File: src/hw/rtl/dtwl1_pkg.sv
// shared constants and controller/datapath interface types for the dtw l1 matcher
package dtwl1_pkg;

    localparam int MAX_TEMPLATE_FRAMES_DEF = 256;
    localparam int MAX_COEFS_DEF           = 32;
    localparam int COEF_WIDTH_DEF          = 16;
    localparam int COST_WIDTH_DEF          = 40;

    localparam int CFG_WIDTH    = 6;
    localparam int STATUS_WIDTH = 2;
    localparam int APB_DATA_W   = 32;
    localparam int APB_ADDR_W   = 2;

    localparam logic KIND_TEMPLATE = 1'b0;
    localparam logic KIND_SAMPLE   = 1'b1;

    localparam logic [STATUS_WIDTH-1:0] ST_OK       = 2'd0;
    localparam logic [STATUS_WIDTH-1:0] ST_SHORT    = 2'd1;
    localparam logic [STATUS_WIDTH-1:0] ST_OVERFLOW = 2'd2;

    typedef struct packed {
        logic take;
        logic issue;
        logic upd1;
        logic upd2;
        logic emit;
    } dtwl1_cmd_t;

    typedef struct packed {
        logic match_req;
        logic result_req;
        logic row_empty;
        logic last_k;
        logic last_j;
        logic out_free;
    } dtwl1_status_t;

endpackage

File: src/hw/rtl/dtwl1_ctrl.sv
// sequencing state machine for item intake, row matching and result transfer
module dtwl1_ctrl (
    input  logic                    aclk,
    input  logic                    aresetn,
    input  logic                    s_valid,
    output logic                    s_ready,
    input  dtwl1_pkg::dtwl1_status_t st,
    output dtwl1_pkg::dtwl1_cmd_t    cmd
);
    import dtwl1_pkg::*;

    typedef enum logic [5:0] {
        S_IDLE  = 6'b000001,
        S_DIST  = 6'b000010,
        S_DRAIN = 6'b000100,
        S_UPD1  = 6'b001000,
        S_UPD2  = 6'b010000,
        S_EMIT  = 6'b100000
    } state_t;

    state_t state_reg, state_next;
    logic   pend_last_reg, pend_last_next;

    always_comb begin
        state_next     = state_reg;
        pend_last_next = pend_last_reg;
        cmd            = '0;
        s_ready        = 1'b0;
        case (state_reg)
            S_IDLE: begin
                s_ready  = 1'b1;
                cmd.take = s_valid;
                if (s_valid) begin
                    if (st.match_req && !st.row_empty) begin
                        state_next     = S_DIST;
                        pend_last_next = st.result_req;
                    end else if (st.result_req) begin
                        state_next = S_EMIT;
                    end
                end
            end
            S_DIST: begin
                cmd.issue = 1'b1;
                if (st.last_k) begin
                    state_next = S_DRAIN;
                end
            end
            S_DRAIN: begin
                state_next = S_UPD1;
            end
            S_UPD1: begin
                cmd.upd1   = 1'b1;
                state_next = S_UPD2;
            end
            S_UPD2: begin
                cmd.upd2 = 1'b1;
                if (!st.last_j) begin
                    state_next = S_DIST;
                end else if (pend_last_reg) begin
                    state_next = S_EMIT;
                end else begin
                    state_next = S_IDLE;
                end
            end
            S_EMIT: begin
                cmd.emit = st.out_free;
                if (st.out_free) begin
                    state_next = S_IDLE;
                end
            end
            default: begin
                state_next = S_IDLE;
            end
        endcase
    end

    always_ff @(posedge aclk) begin
        if (!aresetn) begin
            state_reg     <= S_IDLE;
            pend_last_reg <= 1'b0;
        end else begin
            state_reg     <= state_next;
            pend_last_reg <= pend_last_next;
        end
    end

endmodule

File: config.mk
export PLATFORM = sky130hd
export DESIGN_NAME = dtwl1_ctrl
export DESIGN_NICKNAME = d
export VERILOG_FILES = /design/src/hw/rtl/dtwl1_pkg.sv /design/src/hw/rtl/dtwl1_ctrl.sv
export SDC_FILE = /design/constraint.sdc
export NUM_CORES = 1
export LEC_CHECK = 0
export BUFFER_PORTS_ARGS = -buffer_cell sky130_fd_sc_hd__buf_2
export CAP_MARGIN = 40
export CORE_AREA = 3 3 40 42
export DETAILED_ROUTE_END_ITERATION = 16
export DIE_AREA = 0 0 43 45
export MAX_ROUTING_LAYER = met4
export PLACE_DENSITY_LB_ADDON = 0.12
export REMOVE_ABC_BUFFERS = 1
export SLEW_MARGIN = 30
export SYNTH_ARGS = -nofsm -noshare
export SYNTH_HDL_FRONTEND = slang
export SYNTH_SLANG_ARGS = --single-unit
File: constraint.sdc
create_clock -name aclk -period 4.8 [get_ports aclk]
set_clock_uncertainty 0.15 [all_clocks]
set_input_delay 0.24 -clock aclk [delete_from_list [all_inputs] [get_ports aclk]]
set_output_delay 0.24 -clock aclk [all_outputs]
set_load 0.01 [all_outputs]
==> key figures <==
Final layout
  – # nets final: 79
  – # diodes: 0
  – Final cell count without fillers: 84
  – Area growth syn-to-layout: 25.8%
  – Share of cells above drive strength 1: 34.8%
  – Max reg flops: 6
  – Fin util: between 40% and 50%

Route
  – Vias post-DR: 450
  – DRC Markers: 0
  – Drt total wl: 1030 um
  – Post-DRT Antenna Nets: 0
  – 1st-pass router iterations: 4
  – Via density: 5.36
  – DR iter-0 viols: 10
  – WL per Instance: 12.2 um

Timing
  – Fin. Hold Viols: 0
  – Hold WS: 0.0992 ns
  – Slew margin rel.: between 70% and 80%
  – Final Setup Violations: 0
  – RSZ-0062 raised after global routing: no
  – TNS Setup: 0 ns
  – Slew Viols, Final: 0
  – Fin crit share: approximately 42%
  – FMAX: 501 MHz
  – Crit path time final: 2.00 ns
  – Worst-Margin Slew: 0.408 ns

Logic synthesis
  – Ys flop type: dfxtp_1
  – Post-synthesis share of cell area spent on and, or, nand and nor gates: 43.8%
  – Synth Area per Inst: 8.73 um2
  – Synthesis Warnings: 0
  – Top cells by area, synth: dfxtp_1 31%, a21bo_2 4.5%, nor3_1 4.5%, a211oi_1 3.4%, nor3b_1 3.4%
  – Synth Area in Compound Gates: between 10% and 20%
  – Synth Area in Adders: 0%
  – Mapped cell area: approximately 450 um2
  – Post-synth top area share: 31.5%
  – Multiplexer area fraction after synthesis: roughly 2.2%
  – Synth Area in XOR/XNOR: under 10%
  – Post-synth ARST share: 0%
  – Register area share after synthesis: 31.5%
  – Synthesized flop and latch total: 7
  – Main combinational cell family by area after synthesis: simple AND/OR/NAND/NOR gates
  – Number of synthesized flops with an enable pin: 0
  – Cells after Synth: 51
  – Biggest area consumer among synthesized cells: dfxtp_1
  – Distinct cells, synth: 31

Setup path
  – Critical path type: register to primary output
  – Depth of the most critical reg-to-reg path: 4
  – Worst r2r dst: state_reg[4]
  – CP required: 4.41 ns
  – Worst path max stage delay: 0.57 ns
  – Setup crit start: state_reg[2]
  – Crit-path cells: or4_4 > nor2_4 > and2_1 > buf_2
  – Reg-to-reg startpoint: state_reg[3]
  – Slowest CP cell: or4_4
  – Worst Path Max Fanout: 6
  – Crit path DAT: around 1.6 ns
  – Reg2Reg Setup Slack: ~3 ns
  – Critical path capture point type: primary output
  – Worst Setup EP: cmd[4]
  – Startpoint Class: register

Clock network
  – CTS tree: built
  – Cts hold-fix bufs: 0
  – CTS root buf: clkbuf_4
  – Clock buffer count from CTS: 3
  – CTS sink count: 7
  – Worst-skew pair later-pin latency: 0.25 ns
  – PostCTS Resize Cnt: 0
  – Clock-pin slew on the worst setup and hold paths: 0.06 ns
  – CTS H-tree lvls: 1
  – Setup bufs post-CTS: 0
  – Maximum clock path buffer count: 2

Pwr
  – Switch share: 32.6%
  – Int Pwr: 0.122 mW
  – Sequential power share: 38.2%
  – VDD IR-drop max: 0.000149 V
  – NetSw: 0.0589 mW
  – Comb power frac: 31.9%
  – Tot Pwr: ~0.18 mW
  – Pwr dens: roughly 320 nW/um2
  – Leak: 0.252 nW
  – Clock group share of total power: 29.9%

Flow run
  – Max-cap viol count: 0

Global route
  – Grt total ovfl: 0
  – Vias in the first global route: 388
  – Gr usage total: 12.2%
  – First-pass GRT wire length: 1680 um
  – Initial antenna violation count: 0
  – Largest net degree at the start of global routing: 8

Floorplanning
  – Core Rows: 13
  – Initial Utilization: 34.7%
  – Die H: ~45 um
  – DIE WIDTH: 43 um
  – Die Area: 1940 um2
  – I/O Pins: 15
  – Core Box Area: about 1300 um2

Outcome
  – Status: completed

Place
  – Placed cell count: 80
  – Routability congestion estimate: 0.694
  – PortBufs: 14
  – Final HPWL DP: 829 um

Min path
  – Min-Delay Path Class: primary input to register
## placed cells by master, fill, tap and decap left out, types with 2 or more instances in the layout
cell type,count
a211oi_1,2
a21bo_2,2
and3_1,2
buf_2,14
clkbuf_4,3
dfxtp_1,7
nand2_1,3
nand2b_1,2
nor2_1,3
nor3_1,4
nor3b_1,2
o21ai_0,2
or4_1,2
## per-layer routing
| metal | up-vias | wire (um) | track usage [%] |
|---|---|---|---|
| li1 | 231 | - | - |
| met1 | 207 | 508 | 14.3 |
| met2 | 12 | 461 | 18.6 |
| met3 | 0 | 55 | 4.78 |
| met4 | 0 | 0 | 5.42 |
| met5 | - | 0 | - |
## how the worst min path moves through the flow
stage / startpoint / to / slack [ns] / cells after the start
finish: st[2] / state_reg[2] / 0.1 / 3
global route: st[4] / pend_last_reg / 0.11 / 3
CTS: st[4] / pend_last_reg / 0.09 / 3
detailed placement: pend_last_reg / pend_last_reg / 0.34 / 2
global placement: pend_last_reg / pend_last_reg / 0.34 / 2
floorplan: st[2] / state_reg[2] / 0.21 / 2
## worst max-delay path: cells and delay by family, from the launching register on
kind / cells / cell delay, ns
simple gates: 3 / 0.89
flops: 1 / 0.35
buf+inv: 1 / 0.12
## synthesized netlist by cell type, types with 2 or more instances
master and instances:
a211oi_1 2, nor2_1 3, a21bo_2 2, and3_1 2, nand2_1 3, or4_1 2
o21ai_0 2, nor3_1 4, nand2b_1 2, nor3b_1 2, dfxtp_1 7
## cells by family (layout without fill, tap and decap cells)
logic type	Yosys count	after routing
and+or+nand+nor	30	30
AOI/OAI and AO/OA	11	11
DFF	7	7
xor gates and xnor gates	1	1
muxes	1	1
buffers and inverters	1	19
## area by class of cell
type	count	area, um2
multi-input cells	43	302
inverters	1	3.75
fillers	136	724
flip-flops and latches	7	140
well taps	15	18.8
clock buffers	4	26.3
repair buffers	14	70.1
## through the flow
stage	cell area, um2	setup WS (ns)
after floorplan	445	3.13
after global placement	534	2.97
after detailed placement	534	2.99
after CTS	561	2.80
after global routing	561	2.70
final	561	2.80
## power by group through the flow
stage | clock network [mW] | logic (mW) | registers, mW
2_1_floorplan | 0 | 0.0429 | 0.0681
3_3_place_gp | 0 | 0.0579 | 0.0704
3_5_place_dp | 0 | 0.0581 | 0.0700
4_1_cts | 0.0560 | 0.0583 | 0.0688
5_1_grt | 0.0608 | 0.0636 | 0.0695
6_report | 0.0541 | 0.0576 | 0.0692
No activity file was read; power rests on OpenSTA's default activity.
